## config.mk

```make
export PLATFORM = sky130hd
export DESIGN_NAME = tga_rle_pixel_decoder
export DESIGN_NICKNAME = d
export VERILOG_FILES = /design/src/design/tgarle_pkg.sv /design/src/design/tgarle_csr.sv /design/src/design/tga_rle_pixel_decoder.sv
export SDC_FILE = /design/constraint.sdc
export NUM_CORES = 1
export LEC_CHECK = 0
export ABC_CLOCK_PERIOD_IN_PS = 7550
export BUFFER_PORTS_ARGS = -buffer_cell sky130_fd_sc_hd__clkbuf_2
export CORE_MARGIN = 10
export CORE_UTILIZATION = 52
export DETAILED_ROUTE_END_ITERATION = 10
export PLACE_DENSITY = 0.85
export SYNTH_ARGS = -nofsm -noshare
export SYNTH_HDL_FRONTEND = slang
export SYNTH_SLANG_ARGS = --single-unit
```

## constraint.sdc

```tcl
create_clock -name clock -period 7.55 [get_ports clock]
set_input_delay 0.755 -clock clock [delete_from_list [all_inputs] [get_ports clock]]
set_output_delay 0.755 -clock clock [all_outputs]
set_load 0.1 [all_outputs]
```

## src/design/tgarle_pkg.sv

```systemverilog
`timescale 1ns / 1ps
// ---------------------------------------------------------------------------
// tgarle_pkg - shared types and constants of the tga rle pixel decoder
// register indexes, error codes and the configuration bundle
// ---------------------------------------------------------------------------
package tgarle_pkg;

   localparam int PIXEL_COUNT_BITS_DEF = 24;
   localparam int TOTAL_BITS           = 25;
   localparam int CSR_ADDR_BITS        = 4;
   localparam int CSR_DATA_BITS        = 32;
   localparam int BPP_BITS             = 3;

   // register index, taken from paddr[3:2]
   typedef enum logic [1:0] {
      REG_COMPRESSED_MODE = 2'd0,
      REG_PIXEL_STRIDE    = 2'd1,
      REG_TOTAL_PIXELS    = 2'd2,
      REG_UNUSED          = 2'd3
   } reg_index_type;

   typedef enum logic [1:0] {
      ERR_NONE     = 2'd0,
      ERR_OVERRUN  = 2'd1,
      ERR_EARLY_END = 2'd2
   } err_type;

   localparam logic [7:0] COUNT_MASK = 8'h7f;

   typedef struct packed {
      logic                  compressed_mode;
      logic [BPP_BITS-1:0]   pixel_stride;
      logic [TOTAL_BITS-1:0] total_pixels;
   } cfg_type;

endpackage

```

## src/design/tgarle_csr.sv

```systemverilog
`timescale 1ns / 1ps
// ---------------------------------------------------------------------------
// tgarle_csr - configuration registers
// apb-style write and read of compressed_mode, pixel stride, total_pixels
// ---------------------------------------------------------------------------
module tgarle_csr (
   input  logic                                 clock,
   input  logic                                 reset,
   input  logic                                 csr_psel,
   input  logic                                 csr_penable,
   input  logic                                 csr_pwrite,
   input  logic [tgarle_pkg::CSR_ADDR_BITS-1:0] csr_paddr,
   input  logic [tgarle_pkg::CSR_DATA_BITS-1:0] csr_pwdata,
   output logic [tgarle_pkg::CSR_DATA_BITS-1:0] csr_prdata,
   output logic                                 csr_pready,
   output tgarle_pkg::cfg_type                  cfg
);

   tgarle_pkg::cfg_type       cfg_ff, cfg_in;
   tgarle_pkg::reg_index_type index;
   logic                      wr_en;

   assign index      = tgarle_pkg::reg_index_type'(csr_paddr[3:2]);
   assign wr_en      = csr_psel & csr_penable & csr_pwrite;
   assign csr_pready = 1'b1;
   assign cfg        = cfg_ff;

   always_comb begin
      cfg_in = cfg_ff;
      if (wr_en) begin
         unique case (index)
            tgarle_pkg::REG_COMPRESSED_MODE: cfg_in.compressed_mode = csr_pwdata[0];
            tgarle_pkg::REG_PIXEL_STRIDE:
               cfg_in.pixel_stride = csr_pwdata[tgarle_pkg::BPP_BITS-1:0];
            tgarle_pkg::REG_TOTAL_PIXELS:
               cfg_in.total_pixels = csr_pwdata[tgarle_pkg::TOTAL_BITS-1:0];
            default: ;
         endcase
      end
   end

   always_comb begin
      unique case (index)
         tgarle_pkg::REG_COMPRESSED_MODE:
            csr_prdata = tgarle_pkg::CSR_DATA_BITS'(cfg_ff.compressed_mode);
         tgarle_pkg::REG_PIXEL_STRIDE:
            csr_prdata = tgarle_pkg::CSR_DATA_BITS'(cfg_ff.pixel_stride);
         tgarle_pkg::REG_TOTAL_PIXELS:
            csr_prdata = tgarle_pkg::CSR_DATA_BITS'(cfg_ff.total_pixels);
         default: csr_prdata = '0;
      endcase
   end

   always_ff @(posedge clock) begin
      if (reset) begin
         cfg_ff.compressed_mode <= 1'b1;
         cfg_ff.pixel_stride    <= 3'd4;
         cfg_ff.total_pixels    <= 25'd1;
      end else begin
         cfg_ff <= cfg_in;
      end
   end

endmodule

```

## src/design/tga_rle_pixel_decoder.sv

```systemverilog
`timescale 1ns / 1ps
// a pixel result is registered and shows on rsp in the cycle after its last byte transfer
// throughput: one byte per cycle while rsp drains; each byte updates the packet/pixel state
// a new byte is taken while a finished result waits, as long as rsp drains
// reset (synchronous, active high) clears the decoder to "expect header",
// no pixels done, and sets compressed_mode 1, pixel stride 4, total_pixels 1
// ---------------------------------------------------------------------------
// tga_rle_pixel_decoder - tga pixel data stream decoder
// takes the pixel byte stream, handles raw and run packets and emits
// complete pixels with a repeat count, or an error item
// ---------------------------------------------------------------------------
module tga_rle_pixel_decoder #(
   parameter int PIXEL_COUNT_BITS = tgarle_pkg::PIXEL_COUNT_BITS_DEF
) (
   input  logic                                 clock,
   input  logic                                 reset,
   // input stream
   input  logic                                 req_tvalid,
   output logic                                 req_tready,
   input  logic [7:0]                           req_tdata,  // [7:0] data_byte
   input  logic [0:0]                           req_tuser,  // [0] stream_end
   // result stream
   output logic                                 rsp_tvalid,
   input  logic                                 rsp_tready,
   // [7:0] blue, [15:8] green, [23:16] red, [31:24] alpha, [39:32] repeat_count
   output logic [39:0]                          rsp_tdata,
   output logic                                 rsp_tlast,  // image_last
   output logic [1:0]                           rsp_tuser,  // [1:0] error_code
   // configuration
   input  logic                                 csr_psel,
   input  logic                                 csr_penable,
   input  logic                                 csr_pwrite,
   input  logic [tgarle_pkg::CSR_ADDR_BITS-1:0] csr_paddr,
   input  logic [tgarle_pkg::CSR_DATA_BITS-1:0] csr_pwdata,
   output logic [tgarle_pkg::CSR_DATA_BITS-1:0] csr_prdata,
   output logic                                 csr_pready
);

   localparam int TB = tgarle_pkg::TOTAL_BITS;
   // clamp of the image size: no clamp needed once the limit passes the register range
   localparam int LIMIT_EXP = (PIXEL_COUNT_BITS >= TB) ? TB : PIXEL_COUNT_BITS;
   localparam logic [TB:0] TOTAL_LIMIT = (TB+1)'(1) << LIMIT_EXP;

   tgarle_pkg::cfg_type cfg;

   tgarle_csr u_csr (
      .clock       (clock),
      .reset       (reset),
      .csr_psel    (csr_psel),
      .csr_penable (csr_penable),
      .csr_pwrite  (csr_pwrite),
      .csr_paddr   (csr_paddr),
      .csr_pwdata  (csr_pwdata),
      .csr_prdata  (csr_prdata),
      .csr_pready  (csr_pready),
      .cfg         (cfg)
   );

   // decoder state
   logic          awaiting_header_ff, awaiting_header_in;
   logic          packet_is_run_ff,   packet_is_run_in;
   logic [7:0]    pixels_left_ff,     pixels_left_in;
   logic [7:0]    run_length_ff,      run_length_in;
   logic [1:0]    byte_pos_ff,        byte_pos_in;
   logic [23:0]   assembly_ff,        assembly_in;
   logic [TB-1:0] pixels_done_ff,     pixels_done_in;

   // result register
   logic                rsp_valid_ff, rsp_valid_in;
   logic [39:0]         rsp_data_ff,  rsp_data_in;
   logic                rsp_last_ff,  rsp_last_in;
   tgarle_pkg::err_type rsp_err_ff,   rsp_err_in;

   logic          accept;
   logic          produce;
   logic [7:0]    data_byte;
   logic          stream_end;
   logic          bpp4;
   logic [TB:0]   total_eff;
   logic          idle;
   logic [7:0]    count;
   logic [TB:0]   header_sum;
   logic          need_byte;
   logic [7:0]    rep;
   logic [7:0]    blue, green, red, alpha;
   logic [TB-1:0] done_sum;
   logic          last;
   logic          restart;

   assign data_byte  = req_tdata;
   assign stream_end = req_tuser[0];

   // result slot free or being emptied this cycle
   assign req_tready = ~rsp_valid_ff | rsp_tready;
   assign accept     = req_tvalid & req_tready;

   // stride 4 for any register value of 4 or more, else 3
   assign bpp4 = cfg.pixel_stride[2];

   always_comb begin
      total_eff = {1'b0, cfg.total_pixels};
      if (cfg.total_pixels == '0) begin
         total_eff = (TB+1)'(1);
      end
      if (total_eff > TOTAL_LIMIT) begin
         total_eff = TOTAL_LIMIT;
      end
   end

   assign idle = (pixels_done_ff == '0) && (byte_pos_ff == 2'd0) &&
                 (~cfg.compressed_mode || awaiting_header_ff);

   assign count      = {1'b0, data_byte[6:0] & tgarle_pkg::COUNT_MASK[6:0]} + 8'd1;
   assign header_sum = {1'b0, pixels_done_ff} + (TB+1)'(count);

   // partial pixel: more bytes still to come for this pixel
   assign need_byte = bpp4 ? (byte_pos_ff != 2'd3) : (byte_pos_ff < 2'd2);

   assign blue  = assembly_ff[7:0];
   assign green = assembly_ff[15:8];
   assign red   = bpp4 ? assembly_ff[23:16] : data_byte;
   assign alpha = bpp4 ? data_byte : 8'd0;

   always_comb begin
      rep = 8'd1;
      if (cfg.compressed_mode && packet_is_run_ff && (run_length_ff != 8'd0)) begin
         rep = run_length_ff;
      end
   end

   assign done_sum = pixels_done_ff + TB'(rep);
   assign last     = {1'b0, done_sum} >= total_eff;

   // next state and result of one byte transfer
   always_comb begin
      awaiting_header_in = awaiting_header_ff;
      packet_is_run_in   = packet_is_run_ff;
      pixels_left_in     = pixels_left_ff;
      run_length_in      = run_length_ff;
      byte_pos_in        = byte_pos_ff;
      assembly_in        = assembly_ff;
      pixels_done_in     = pixels_done_ff;
      produce            = 1'b0;
      restart            = 1'b0;
      rsp_data_in        = '0;
      rsp_last_in        = 1'b0;
      rsp_err_in         = tgarle_pkg::ERR_NONE;

      if (stream_end) begin
         // end between images is dropped silently
         if (!idle) begin
            restart    = 1'b1;
            produce    = 1'b1;
            rsp_err_in = tgarle_pkg::ERR_EARLY_END;
         end
      end else if (cfg.compressed_mode && awaiting_header_ff) begin
         if (header_sum > total_eff) begin
            restart    = 1'b1;
            produce    = 1'b1;
            rsp_err_in = tgarle_pkg::ERR_OVERRUN;
         end else begin
            awaiting_header_in = 1'b0;
            packet_is_run_in   = data_byte[7];
            pixels_left_in     = count;
            run_length_in      = count;
            byte_pos_in        = 2'd0;
            assembly_in        = '0;
         end
      end else if (need_byte) begin
         case (byte_pos_ff)
            2'd0:    assembly_in[7:0]   = data_byte;
            2'd1:    assembly_in[15:8]  = data_byte;
            2'd2:    assembly_in[23:16] = data_byte;
            default: ;
         endcase
         byte_pos_in = byte_pos_ff + 2'd1;
      end else begin
         // pixel complete
         byte_pos_in = 2'd0;
         assembly_in = '0;
         if (cfg.compressed_mode) begin
            pixels_left_in = (rep >= pixels_left_ff) ? 8'd0 : pixels_left_ff - rep;
            if (pixels_left_in == 8'd0) begin
               awaiting_header_in = 1'b1;
            end
         end
         pixels_done_in = done_sum;
         restart        = last;
         produce        = 1'b1;
         rsp_data_in    = {rep, alpha, red, green, blue};
         rsp_last_in    = last;
      end

      if (restart) begin
         awaiting_header_in = 1'b1;
         packet_is_run_in   = 1'b0;
         pixels_left_in     = 8'd0;
         run_length_in      = 8'd0;
         byte_pos_in        = 2'd0;
         assembly_in        = '0;
         pixels_done_in     = '0;
      end
   end

   // result slot: loaded on a byte transfer, emptied when taken
   always_comb begin
      rsp_valid_in = rsp_valid_ff;
      if (accept) begin
         rsp_valid_in = produce;
      end else if (rsp_tready) begin
         rsp_valid_in = 1'b0;
      end
   end

   always_ff @(posedge clock) begin
      if (reset) begin
         awaiting_header_ff <= 1'b1;
         packet_is_run_ff   <= 1'b0;
         pixels_left_ff     <= 8'd0;
         run_length_ff      <= 8'd0;
         byte_pos_ff        <= 2'd0;
         assembly_ff        <= '0;
         pixels_done_ff     <= '0;
         rsp_valid_ff       <= 1'b0;
      end else begin
         if (accept) begin
            awaiting_header_ff <= awaiting_header_in;
            packet_is_run_ff   <= packet_is_run_in;
            pixels_left_ff     <= pixels_left_in;
            run_length_ff      <= run_length_in;
            byte_pos_ff        <= byte_pos_in;
            assembly_ff        <= assembly_in;
            pixels_done_ff     <= pixels_done_in;
         end
         rsp_valid_ff <= rsp_valid_in;
      end
   end

   // payload of the result slot, no reset needed
   always_ff @(posedge clock) begin
      if (accept && produce) begin
         rsp_data_ff <= rsp_data_in;
         rsp_last_ff <= rsp_last_in;
         rsp_err_ff  <= rsp_err_in;
      end
   end

   assign rsp_tvalid = rsp_valid_ff;
   assign rsp_tdata  = rsp_data_ff;
   assign rsp_tlast  = rsp_last_ff;
   assign rsp_tuser  = rsp_err_ff;

`ifndef ASSERT_OFF
   // input side must stall while an untaken result sits in the slot
   a_no_overwrite: assert property (@(posedge clock) disable iff (reset)
      (rsp_valid_ff && !rsp_tready) |-> !req_tready)
      else $error("byte taken while result slot is full");

   // error items carry no pixel count and never close an image
   a_err_clean: assert property (@(posedge clock) disable iff (reset)
      (rsp_valid_ff && rsp_err_ff != tgarle_pkg::ERR_NONE) |->
      (rsp_data_ff[39:32] == 8'd0 && !rsp_last_ff))
      else $error("error item with pixel content");

   // pixel items repeat between 1 and 128 times
   a_rep_range: assert property (@(posedge clock) disable iff (reset)
      (rsp_valid_ff && rsp_err_ff == tgarle_pkg::ERR_NONE) |->
      (rsp_data_ff[39:32] != 8'd0 && rsp_data_ff[39:32] <= 8'd128))
      else $error("repeat count out of range");

   // an error or a finished image restarts the decoder
   a_restart: assert property (@(posedge clock) disable iff (reset)
      (accept && produce && (rsp_err_in != tgarle_pkg::ERR_NONE || rsp_last_in)) |=>
      (awaiting_header_ff && pixels_done_ff == '0 && byte_pos_ff == 2'd0))
      else $error("decoder not restarted after image end or error");
`endif

endmodule

```

Yosys cells after proc, flatten, opt, wreduce, memory -nomap -nowiden:

Cells that the tools add are included.

* magnitude comparators: 5
* shift operators: 0
* reduce and logical (&&, ||, !) cells: 31
* divide/modulo/power cells: 0
* $mul: 0
* bitwise operators: 7
* equal/unequal tests: 14
* mux-type cells: 58
* $add $sub $neg: 5

Operators by type and width (number)
* 25-bit two-way mux: 6
* 24-bit two-way mux: 5
* 8-bit two-way mux: 15
* 25-bit case mux with 3 select lines: 1
* 25-bit zero test: 2
* 25-bit by 8-bit adder with 26-bit output: 1
* 25-bit by 26-bit >= comparator with 1-bit output: 1
* 26-bit by 25-bit greater-than comparator with 1-bit output (second input constant): 1
* 26-bit greater-than comparator: 1
* 25-bit by 8-bit adder with 25-bit output: 1
* 1-bit two-way mux: 24
* 4-bit AND reduction: 5
* 2-bit two-way mux: 7
* 4-bit by 1-bit != test with 1-bit output (second input constant): 3
* 7-bit by 1-bit adder with 8-bit output (second input constant): 1
* 8-bit >= comparator: 1
* 8-bit zero test: 1
* 8-bit nonzero test: 1
* 8-bit subtractor: 1
* 1-bit logical AND: 6
* 2-bit != test (second input constant): 3
* 2-bit AND reduction: 3
* 6-bit AND reduction: 1
* 3-bit nonzero test: 2
* other kinds (18): 27

* logic and storage cells: 137
* bits in read-only memories: 0
* output and inout port bits: 78
* bits in writable memories: 0
* bits of input ports: 52
* latch bits: 0
* flip-flop bits (word level): 142
* memories: 0

Logic depth before layout (Yosys ltp):

Gate-level depths: netlist of run 1.

* word-level depth: 12
* depth in mapped cells: 26
* gate-level depth less buffers: 22

Hierarchy:

Synthesis of run 1 repeated with hierarchy kept, for this count alone.

* cell total of the unflattened synthesis: 1002
* area, all modules: 9059.9 µm²

Modules (own cells, without submodules)
* tga_rle_pixel_decoder: area an instance 7464.7 µm², times used 1, cells each 834, sequential area each 2692.6 µm²
* tgarle_csr: area an instance 1595.3 µm², times used 1, cells each 168, sequential area each 580.6 µm²

Worst setup path after synthesis of run 1:

Ideal clock, no wire load.

* path kind: input -> register
* from: in req_tdata[0]
* to: reg rsp_data_ff[0] (netlist: rsp_tdata[0]) (enable)
* setup time: 0.384 ns
* slack: 1.881 ns
* arrival: 5.285 ns
* required time: 7.166 ns
* stages on the path: 23
* buffers on the path: 3
* path through: ha_1 -> xnor2_1 -> inv_1 -> ha_1 -> nor2b_1 -> o21ai_0 -> a21oi_1 -> o21ai_0 -> a21boi_0 -> o21ai_1 -> a2111oi_0 -> xnor2_1 -> ha_1 -> nand4_1 -> nor2_1 -> nand2_1 -> a32o_1 -> o21a_1 -> or2_1 -> buf_6 -> buf_6 -> inv_2 -> buf_2

* cells in the longest elaborated chain, start to end: 7

RTL lines
* start, declared: line tga_rle_pixel_decoder.sv:20 `input logic [7:0] req_tdata,`
* 7-bit by 1-bit adder with 8-bit output: line tga_rle_pixel_decoder.sv:113 `assign count = {1'b0, data_byte[6:0] & tgarle_pkg::COUNT_MASK[6:0]} + 8'd1;`
* 25-bit by 8-bit adder with 26-bit output: line tga_rle_pixel_decoder.sv:114 `assign header_sum = {1'b0, pixels_done_ff} + (TB+1)'(count);`
* 26-bit greater-than comparator: line tga_rle_pixel_decoder.sv:157 `if (header_sum > total_eff) begin`
* 1-bit two-way mux: line tga_rle_pixel_decoder.sv:157
* 1-bit two-way mux: line tga_rle_pixel_decoder.sv:156 `end else if (cfg.compressed_mode && awaiting_header_ff) begin`
* 1-bit two-way mux: line tga_rle_pixel_decoder.sv:149 `if (stream_end) begin`
* 1-bit logical AND: line tga_rle_pixel_decoder.sv:241 `if (accept && produce) begin`
* end signal, assigned: line tga_rle_pixel_decoder.sv:242 `rsp_data_ff <= rsp_data_in;`
* end, declared: line tga_rle_pixel_decoder.sv:70 `logic [39:0] rsp_data_ff, rsp_data_in;`

No other way between the ends.
A chain may end at the register's enable or synchronous reset.

Final worst setup path of run 1:

* from: reg u_csr.cfg_ff (netlist bit u_csr.cfg[28])
* to: reg pixels_left_ff[6]

* cells in the longest elaborated chain, start to end: 10
* elaborated cells between the ends (all ways): 26
* those cells by class: add/sub (2); order compare (2); eq/ne (3); mux (11); bitwise (1); reduce/logical (7)

RTL lines
* start, declared: line tgarle_csr.sv:19 `tgarle_pkg::cfg_type cfg_ff, cfg_in;`
* start signal, assigned: line tgarle_csr.sv:60 `cfg_ff <= cfg_in;`
* 1-bit logical AND (*) (2 in series): line tga_rle_pixel_decoder.sv:126 `if (cfg.compressed_mode && packet_is_run_ff && (run_length_ff != 8'd0)) begin`
* 8-bit two-way mux (*): line tga_rle_pixel_decoder.sv:126
* named net rep[0]: line tga_rle_pixel_decoder.sv:84 `logic [7:0] rep;`
* 25-bit by 8-bit adder with 25-bit output (tied with other cells): line tga_rle_pixel_decoder.sv:131 `assign done_sum = pixels_done_ff + TB'(rep);`
* 25-bit by 26-bit >= comparator with 1-bit output / 8-bit two-way mux (equally long branches): line tga_rle_pixel_decoder.sv:132, tga_rle_pixel_decoder.sv:182
* 1-bit two-way mux / 8-bit two-way mux (equally long branches)
* 1-bit two-way mux / 8-bit two-way mux (equally long branches): line tga_rle_pixel_decoder.sv:156, tga_rle_pixel_decoder.sv:169
* 1-bit two-way mux / 8-bit two-way mux (equally long branches): line tga_rle_pixel_decoder.sv:149, tga_rle_pixel_decoder.sv:156
* 3-bit != test (no source line) (tied with other cells)
* 5-bit AND reduction (no source line) / 8-bit two-way mux (equally long branches)
* end signal, assigned: line tga_rle_pixel_decoder.sv:229 `pixels_left_ff <= pixels_left_in;`
* end, declared: line tga_rle_pixel_decoder.sv:62 `logic [7:0] pixels_left_ff, pixels_left_in;`

Mark *: on every way through the listed nets, which the timed path passes. The rest lies on a longest branch. The select of a mux whose other input is x is not followed.

==> results.cfg, run 1 <==
[route]
wl_met3_um = 2700
finalWirelength_um = 24700
drcViolationCount = 0
antenna_left = 0
avgViaCountPerCell = 5.95
drt_iter0_markers = 661
wl_met1_um = 10400
first_pass_iters = 8
routedWlPerCell_um = 18.1
topRoutingLayerUsed = met4
num_vias = 8116
dr_wl_met2_um = 11100

[finish]
diodes = 0
layout-drive-gt1-share_pct = 15.0
final_cell_count_no_fill = 1364
final_cell_mix = 140 x nand2_1, 112 x clkbuf_2, 99 x dfxtp_1
nets = 1260
final_area_mm2 = 0.0103
layout_commonest_cell = nand2_1
syn2layout_area_growth_pct = 14.4

[synthesis]
async_flop_share_pct = 0
avgSynthCellArea_um2 = 8.70
synth_top_area_share_pct = 21.9
synth_top_family_by_area = simple AND/OR/NAND/NOR gates
synth.ff_latch_count = 142
synthesis.area_mm2 = 0.00903
synth_area_leaders = dfxtp_1 22%, edfxtp_1 14%, ha_1 11%, nand2_1 5.8%, a21oi_1 4.3%
synth_edf_count = 43
yosys.area.top_type = dfxtp_1
ys_types = 67
yosysWarnings = 0
yosys.area_share.adder_pct = 11.6
synth_ff_type = dfxtp_1
ys_seq_area_share_pct = 36.2
synth_xor_area_share_pct = 5.24
synth_cells = 1038
synth_simple_gate_area_share_pct = 23.5
synth_compound_area_share_pct = 16.1
synthMuxAreaShare_pct = 2.41

[floorplan]
die_h_um = 152
design.die.area_mm2 = 0.0230
rows = 48
ios = 130
start_util_pct = 52.6
core-area_mm2 = 0.0172
dieWidth_um = 152

[sta]
final.setup.tns_ns = 0
slew_violations = 0
fin_ws_ns = 1.17
relSlewSlack_pct = 32.6
min_period_ns = 6.38
hold_violations = 0
finalClockSkew_ns = 0.0127
timing.fmax_mhz = 157
period_share_pct = 84.5
setup_violations = 0
rsz0062_at_grt = false
tightest_slew_ns = 1.01

[placement]
placed_cells = 1332
place.gp.congestion = 0.920
dp_slack_ns = 1.12
placed_area_mm2 = 0.00969
dp_hpwl_um = 17800
io_buffers = 112

[min_path]
hp-class = flip-flop to flip-flop

[setup_path]
crit_fanout = 9
worstSetupStartpointType = flip-flop
rr_endpoint = pixels_left_ff[6]
reg2reg_depth = 20
crit_required_ns = 7.87
critPathLaunch = u_csr.cfg[28]
rrSetupSlack_ns = 1.17
critPathKind = flip-flop to flip-flop
cp-endpoint = pixels_left_ff[6]
endpoint_kind = flip-flop
reg2reg_from = u_csr.cfg[28]
cp.arrival_ns = 6.70

[cts]
hold_buffers = 0
cts_tree = built
clk_pin_slew_ns = 0.07
cts-buffers-inserted = 17
cts.root.buffer_cell = clkbuf_16
clk_path_buf_depth = 2
htreeDepth = 4
post_cts_buffers = 0
clock_sinks = 142
insertion_delay_ns = 0.43
cts_resized = 0

[power_and_ir_drop]
p_per_area_mw_per_mm2 = 248
peakVddDrop_mv = 0.216
power_leakage_nw = 4.37

[job]
max-cap-violations = 0

[global_route]
grt_util_all_layers_pct = 21.4
grt_max_degree = 88
grt_pass1_wl_um = 39600
antenna_found_initial = 0
grt_pass1_vias = 7879
overflow = 0

[status]
outcome = finished, final reports clean
kinds of logic after synthesis:
family / Yosys count
simple gates: 420
compound gates: 221
flops: 142
buf+inv: 96
fa+ha+maj: 82
xor+xnor: 54
mux: 21
other cells: 2
flip-flops by register name (all words and copies together), names as in the netlist:
name	flops
awaiting_header_ff	1
pixels_done_ff	25
rsp_tvalid	1
rsp_tlast	1
rsp_tuser	2
packet_is_run_ff	1
pixels_left_ff	8
assembly_ff	24
u_csr.cfg	29
run_length_ff	8
byte_pos_ff	2
rsp_tdata	40
layer usage:
metal  global-route usage [%]  vias up
li1                         -     3881
met1                     27.4     3714
met2                     33.6      457
met3                     6.44       64
met4                     7.20        0
met5                        0        -
layout make-up:
| cell class | count | area [µm²] |
|---|---|---|
| Clock buffer | 18 | 429 |
| Clock inverter | 14 | 208 |
| Fill cell | 1450 | 6850 |
| Inverter | 38 | 143 |
| Multi-Input combinational cell | 806 | 5350 |
| Sequential cell | 142 | 3270 |
| Tap cell | 225 | 282 |
| Timing Repair Buffer | 121 | 641 |
metrics by stage:
stage / power (mW) / hold WS, ns / utilization (%)
floorplan: 1.49 / 0.424 / -
global placement: 1.63 / 0.439 / 56.4
detailed placement: 1.65 / 0.447 / 56.4
CTS: 2.56 / 0.466 / 60.1
global route: 2.66 / 0.487 / 60.1
finish: 2.56 / 0.470 / 60.1
worst min path at each step:
| stage | from | slack (ns) | cells after the start | to |
|---|---|---|---|---|
| final | packet_is_run_ff | 0.47 | 1 | packet_is_run_ff |
| after CTS | packet_is_run_ff | 0.47 | 1 | packet_is_run_ff |
| after detailed placement | run_length_ff[0] | 0.45 | 1 | run_length_ff[0] |
| after global placement | packet_is_run_ff | 0.44 | 1 | packet_is_run_ff |
| after floorplan | run_length_ff[0] | 0.42 | 1 | run_length_ff[0] |
| after global routing | assembly_ff[2] | 0.49 | 1 | assembly_ff[2] |
power breakdown:
part	leakage [nW]	total [mW]	switching, mW	internal, mW
clock network	0.303	0.910	0.351	0.559
registers	1.21	0.874	0.0270	0.847
logic	2.86	0.777	0.582	0.195
critical path, stage by stage, from the launching register on:
cell       delay [ns]
dfxtp_1          0.40
and2_1           0.27
nand3b_1         0.25
ha_1             0.25
inv_1            0.07
fa_1             0.40
nor2b_1          0.13
o21ai_0          0.12
a21oi_1          0.40
o211ai_1         0.42
or3_1            0.45
xnor2_1          0.23
ha_1             0.29
nand2_1          0.07
o21ai_0          0.12
a2111oi_0        0.70
and4b_1          0.40
o211a_1          0.26
o21ai_1          0.12
o21ai_2          0.50
mux2_2           0.40
cells in the mapped netlist, drive strengths merged, types with 4 or more instances:
cell type / number
o21ai: 32
nand4: 22
ha: 79
nor2b: 24
nand2b: 11
dfxtp: 99
nand3b: 5
clkbuf: 33
nor2: 56
xor2: 18
o2bb2ai: 7
o21a: 6
a211oi: 11
or4: 10
mux2: 6
a22o: 26
inv: 37
edfxtp: 43
a21o: 8
xnor2: 36
mux2i: 15
and4: 4
nor4: 12
a22oi: 4
nand3: 43
a31oi: 11
and2: 56
o211ai: 7
and3: 6
nand4b: 4
nand2: 140
a21oi: 78
nor3: 16
buf: 25
(Power assumes the default switching activity.)
==> run 2: changes to the inputs <==
--- a/config.mk
+++ b/config.mk
@@ -5,12 +5,12 @@
 export SDC_FILE = /design/constraint.sdc
 export NUM_CORES = 1
 export LEC_CHECK = 0
-export ABC_CLOCK_PERIOD_IN_PS = 7550
+export ABC_CLOCK_PERIOD_IN_PS = 5400
 export BUFFER_PORTS_ARGS = -buffer_cell sky130_fd_sc_hd__clkbuf_2
 export CORE_MARGIN = 10
 export CORE_UTILIZATION = 52
 export DETAILED_ROUTE_END_ITERATION = 10
-export PLACE_DENSITY = 0.85
+export PLACE_DENSITY = 0.87
 export SYNTH_ARGS = -nofsm -noshare
 export SYNTH_HDL_FRONTEND = slang
 export SYNTH_SLANG_ARGS = --single-unit
==> constraint.sdc (replaced) <==
create_clock -name clock -period 5.4 [get_ports clock]
set_input_delay 0.54 -clock clock [delete_from_list [all_inputs] [get_ports clock]]
set_output_delay 0.54 -clock clock [all_outputs]
set_load 0.1 [all_outputs]
==> results.cfg, run 2 (synthesis gave the netlist of run 1 again) <==
[setup_path]
endpoint_kind = flip-flop
rrSetupSlack_ns = 0.27
crit_fanout = 10
crit_required_ns = 5.74
cp_slowest_cell = or4_1
worstSetupStartpointType = flip-flop
cp-endpoint = pixels_done_ff[15]
cp_num_buf_inv = 3
cp.arrival_ns = 5.47
reg2reg_from = run_length_ff[4]
rr_endpoint = pixels_done_ff[15]
critical-path-top-delay-family = simple AND/OR/NAND/NOR gates
reg2reg_depth = 23
path_cells = nor4_2 > nand2_1 > nand3b_1 > ha_2 > inv_1 > fa_2 > nor2b_1 > o21ai_0 > a21oi_2 > o211ai_1 > or3_4 > xnor2_2 > ha_1 > nand2_1 > o21ai_1 > a2111oi_2 > buf_4 > and4b_2 > o211a_1 > o21ai_1 > buf_4 > or4_1 > a31oi_1
path_depth = 23
cp_slowest_stage_delay_ns = 0.41
critPathLaunch = run_length_ff[4]
critPathKind = flip-flop to flip-flop

[power_and_ir_drop]
power_leakage_nw = 4.58
report.power.total_mw = 3.50
p_per_area_mw_per_mm2 = 328
peakVddDrop_mv = 0.252

[global_route]
grt_pass1_wl_um = 39600
grt_pass1_vias = 7976
grt_util_all_layers_pct = 21.3
grt_max_degree = 88
antenna_found_initial = 0
overflow = 0

[finish]
final_cell_count_no_fill = 1412
final_area_mm2 = 0.0107
layout_commonest_cell = nand2_1
diodes = 0
layout-drive-gt1-share_pct = 19.4
final_cell_mix = 139 x nand2_1, 112 x clkbuf_2, 99 x dfxtp_1
nets = 1308
fin_util_pct = 62.1
fillCellCount = 1421
syn2layout_area_growth_pct = 18.1
largest_reg_flops = 40

[placement]
dp_slack_ns = -0.108
placed_area_mm2 = 0.0101
dp_hpwl_um = 18500
io_buffers = 112
placed_cells = 1379
place.gp.congestion = 0.947

[sta]
fin_ws_ns = 0.271
final.setup.tns_ns = 0
timing.fmax_mhz = 195
period_share_pct = 95.0
rsz0062_at_grt = false
hold_violations = 0
finalClockSkew_ns = 0.00773
tightest_slew_ns = 0.982
min_period_ns = 5.13
relSlewSlack_pct = 34.4
setup_violations = 0
slew_violations = 0
hold_slack_ns = 0.321

[cts]
clk_path_buf_depth = 2
cts_tree = built
htreeDepth = 4
hold_buffers = 0
cts.root.buffer_cell = clkbuf_16
cts-buffers-inserted = 17
insertion_delay_ns = 0.43
clock_sinks = 142
clk_pin_slew_ns = 0.07

[min_path]
hp-class = primary input to flip-flop

[route]
drcViolationCount = 0
avgViaCountPerCell = 5.91
finalWirelength_um = 24800
num_vias = 8350
first_pass_iters = 6
antenna_left = 0
drt_iter0_markers = 621
routedWlPerCell_um = 17.6

[floorplan]
ios = 130
start_util_pct = 52.6
core-area_mm2 = 0.0172
design.die.area_mm2 = 0.0230
die_h_um = 152
dieWidth_um = 152
rows = 48

[status]
outcome = finished, final reports clean

[job]
max-cap-violations = 0
[run 2: worst reg2reg max path: stages (launching register included)]
cell and delay [ns]:
dfxtp_1 0.33, nor4_2 0.27, nand2_1 0.07, nand3b_1 0.14, ha_2 0.23, inv_1 0.06, fa_2 0.36, nor2b_1 0.12
o21ai_0 0.13, a21oi_2 0.23, o211ai_1 0.15, or3_4 0.36, xnor2_2 0.15, ha_1 0.32, nand2_1 0.08, o21ai_1 0.10
a2111oi_2 0.34, buf_4 0.17, and4b_2 0.28, o211a_1 0.19, o21ai_1 0.12, buf_4 0.20, or4_1 0.41, a31oi_1 0.21
[run 2: timing repair]
action,CTS,global route
buffers inserted,0,1
endpoints found under the setup margin,0,86
resized for setup,0,16
[run 2: how the worst min path moves through the flow]
stage                     depth (start not counted)          endpoint  slack (ns)        startpoint
after floorplan                                   1  run_length_ff[0]        0.42  run_length_ff[0]
after global placement                            1  packet_is_run_ff        0.44  packet_is_run_ff
after detailed placement                          1  run_length_ff[0]        0.45  run_length_ff[0]
after CTS                                         3     u_csr.cfg[20]        0.32    csr_pwdata[20]
after global routing                              3     u_csr.cfg[20]        0.33    csr_pwdata[20]
final                                             3     u_csr.cfg[21]        0.32    csr_pwdata[21]
[run 2: layout make-up]
cell class                 count  area [µm²]  area share, %
tap                          225         282           2.64
multi-input combinational    806        5400           50.6
sequential                   142        3270           30.7
inverter                      38         143           1.34
clock buffer                  18         429           4.02
timing repair buffer         169        1010           9.50
clock inverter                14         124           1.16
[run 2: routing by layer]
| layer | track usage, % | wire, µm |
|---|---|---|
| met1 | 28.2 | 10700 |
| met2 | 33.7 | 11100 |
| met3 | 4.72 | 2490 |
| met4 | 7.29 | 542 |
| met5 | 0 | 0 |
[run 2: power by group]
part,internal (mW),total [mW],switching (mW)
registers,1.18,1.22,0.0384
logic,0.345,1.16,0.814
clock network,0.604,1.12,0.515
total,2.13,3.50,1.37
==> run 3: changes to the inputs <==
--- a/config.mk
+++ b/config.mk
@@ -7,9 +7,11 @@
 export LEC_CHECK = 0
 export ABC_CLOCK_PERIOD_IN_PS = 5400
 export BUFFER_PORTS_ARGS = -buffer_cell sky130_fd_sc_hd__clkbuf_2
+export CORE_ASPECT_RATIO = 0.6
 export CORE_MARGIN = 10
 export CORE_UTILIZATION = 52
 export DETAILED_ROUTE_END_ITERATION = 10
+export GPL_ROUTABILITY_DRIVEN = 0
 export PLACE_DENSITY = 0.87
 export SYNTH_ARGS = -nofsm -noshare
 export SYNTH_HDL_FRONTEND = slang
==> constraint.sdc (replaced) <==
create_clock -name clock -period 5.4 [get_ports clock]
set_input_delay 0.27 -clock clock [delete_from_list [all_inputs] [get_ports clock]]
set_output_delay 0.27 -clock clock [all_outputs]
set_load 0.1 [all_outputs]
==> results.cfg, run 3 (synthesis gave the netlist of run 1 again) <==
[floorplan]
ios = 130
rows = 37
design.die.area_mm2 = 0.0232
die_h_um = 122
start_util_pct = 52.9
core-area_mm2 = 0.0171
dieWidth_um = 190

[route]
num_vias = 8520
first_pass_iters = 6
antenna_left = 0
drcViolationCount = 0
drt_iter0_markers = 1124
finalWirelength_um = 26600
routedWlPerCell_um = 18.8
avgViaCountPerCell = 6.04

[finish]
syn2layout_area_growth_pct = 18.3
fin_util_pct = 62.5
fillCellCount = 1337
diodes = 0
final_cell_count_no_fill = 1410
layout_commonest_cell = nand2_1
largest_reg_flops = 40
layout-drive-gt1-share_pct = 19.1
nets = 1297
final_cell_mix = 140 x nand2_1, 112 x clkbuf_2, 98 x dfxtp_1

[power_and_ir_drop]
sw_frac_of_total_pct = 39.9
p_int_mw = 2.15
power_leakage_nw = 4.56
combPwrFrac_pct = 33.9
clockPowerShare_pct = 31.9
peakVddDrop_mv = 0.256
p_sw_mw = 1.43
p_per_area_mw_per_mm2 = 335
report.power.total_mw = 3.58
seqPwrFrac_pct = 34.2

[sta]
min_period_ns = 5.26
slew_violations = 0
final.setup.tns_ns = 0
tightest_slew_ns = 1.07
finalClockSkew_ns = 0.0134
relSlewSlack_pct = 28.5
period_share_pct = 97.5
timing.fmax_mhz = 190
hold_violations = 0
setup_violations = 0

[setup_path]
cp.arrival_ns = 5.60
crit_required_ns = 5.73
cpMostUsedCell = buf_4
crit_fanout = 7
endpoint_kind = flip-flop
cp_slowest_stage_delay_ns = 0.41
cp_slowest_cell = or3_4
worstSetupStartpointType = flip-flop
critPathKind = flip-flop to flip-flop

[status]
outcome = finished, final reports clean

[global_route]
grt_pass1_vias = 8052
grt_util_all_layers_pct = 22.2
grt_pass1_wl_um = 41900
antenna_found_initial = 0
grt_max_degree = 46
overflow = 0

[placement]
io_buffers = 112
placed_cells = 1372
dp_hpwl_um = 19500

[cts]
htreeDepth = 4
clk_pin_slew_ns = 0.07
cts_tree = built
insertion_delay_ns = 0.43
cts.root.buffer_cell = clkbuf_16
clk_path_buf_depth = 2
clock_sinks = 142
cts-buffers-inserted = 17

[job]
max-cap-violations = 0

[min_path]
hp-class = primary input to flip-flop
run 3: worst paths after layout:
| path | start | cells after the start | endpoint | slack, ns |
|---|---|---|---|---|
| worst max-delay path | run_length_ff[4] | 25 | pixels_done_ff[10] | 0.14 |
| worst min-delay path | csr_pwdata[20] | 3 | u_csr.cfg[20] | 0.05 |
| worst max register to register | run_length_ff[4] | 25 | pixels_done_ff[10] | 0.14 |
| worst min register to register | assembly_ff[4] | 1 | assembly_ff[4] | 0.47 |
run 3: timing repair:
item                                   4_1_cts  5_1_grt
buffers inserted                             1        3
gates cloned                                 0        2
endpoints found under the hold margin        0        0
pin swaps                                    4        7
gates resized for setup                      6       23
setup endpoints to repair                   11       87
hold buffers                                 0        0
run 3: per-stage QoR:
stage / setup slack (ns) / instance area, µm² / hold WS [ns]
after global placement: 0.0827 / 9970 / 0.437
after CTS: 0.0563 / 10600 / 0.0453
after floorplan: 0.216 / 9050 / 0.358
final: 0.137 / 10700 / 0.0523
after global routing: -0.0573 / 10700 / 0.0567
after detailed placement: -0.0533 / 9970 / 0.442
run 3: layout make-up:
cell class | instances | area [µm²] | share of cell area [%]
inverters | 38 | 143 | 1.34
clock inverters | 15 | 148 | 1.38
clock buffers | 17 | 425 | 3.98
well taps | 234 | 293 | 2.74
multi-input cells | 806 | 5430 | 50.9
repair buffers | 158 | 965 | 9.03
flip-flops and latches | 142 | 3270 | 30.7
run 3: power groups by stage:
stage                     Clock (mW)  Combinational [mW]  Sequential [mW]
after global placement             0                1.12             1.24
final                           1.14                1.21             1.22
after floorplan                    0               0.536             1.55
after CTS                       1.14                1.15             1.22
after detailed placement           0                1.14             1.24
after global routing            1.19                1.28             1.23
run 3: per-layer routing:
| layer | up-vias | global-route usage [%] | wire length (µm) |
|---|---|---|---|
| li1 | 3965 | - | - |
| met2 | 472 | 33.5 | 11700 |
| met1 | 4008 | 30.2 | 11400 |
| met4 | 0 | 6.52 | 555 |
| met5 | - | 0 | 0 |
| met3 | 75 | 6.36 | 2940 |
run 3: worst max-delay path: cells and delay by family (launching register included):
family                     cells  cell delay [ns]
and+or+nand+nor                7             1.46
xor gates and xnor gates       1             0.15
DFF                            1             0.33
adders and majority gates      3             0.81
AOI/OAI and AO/OA              9             1.73
buffers and inverters          5             0.70
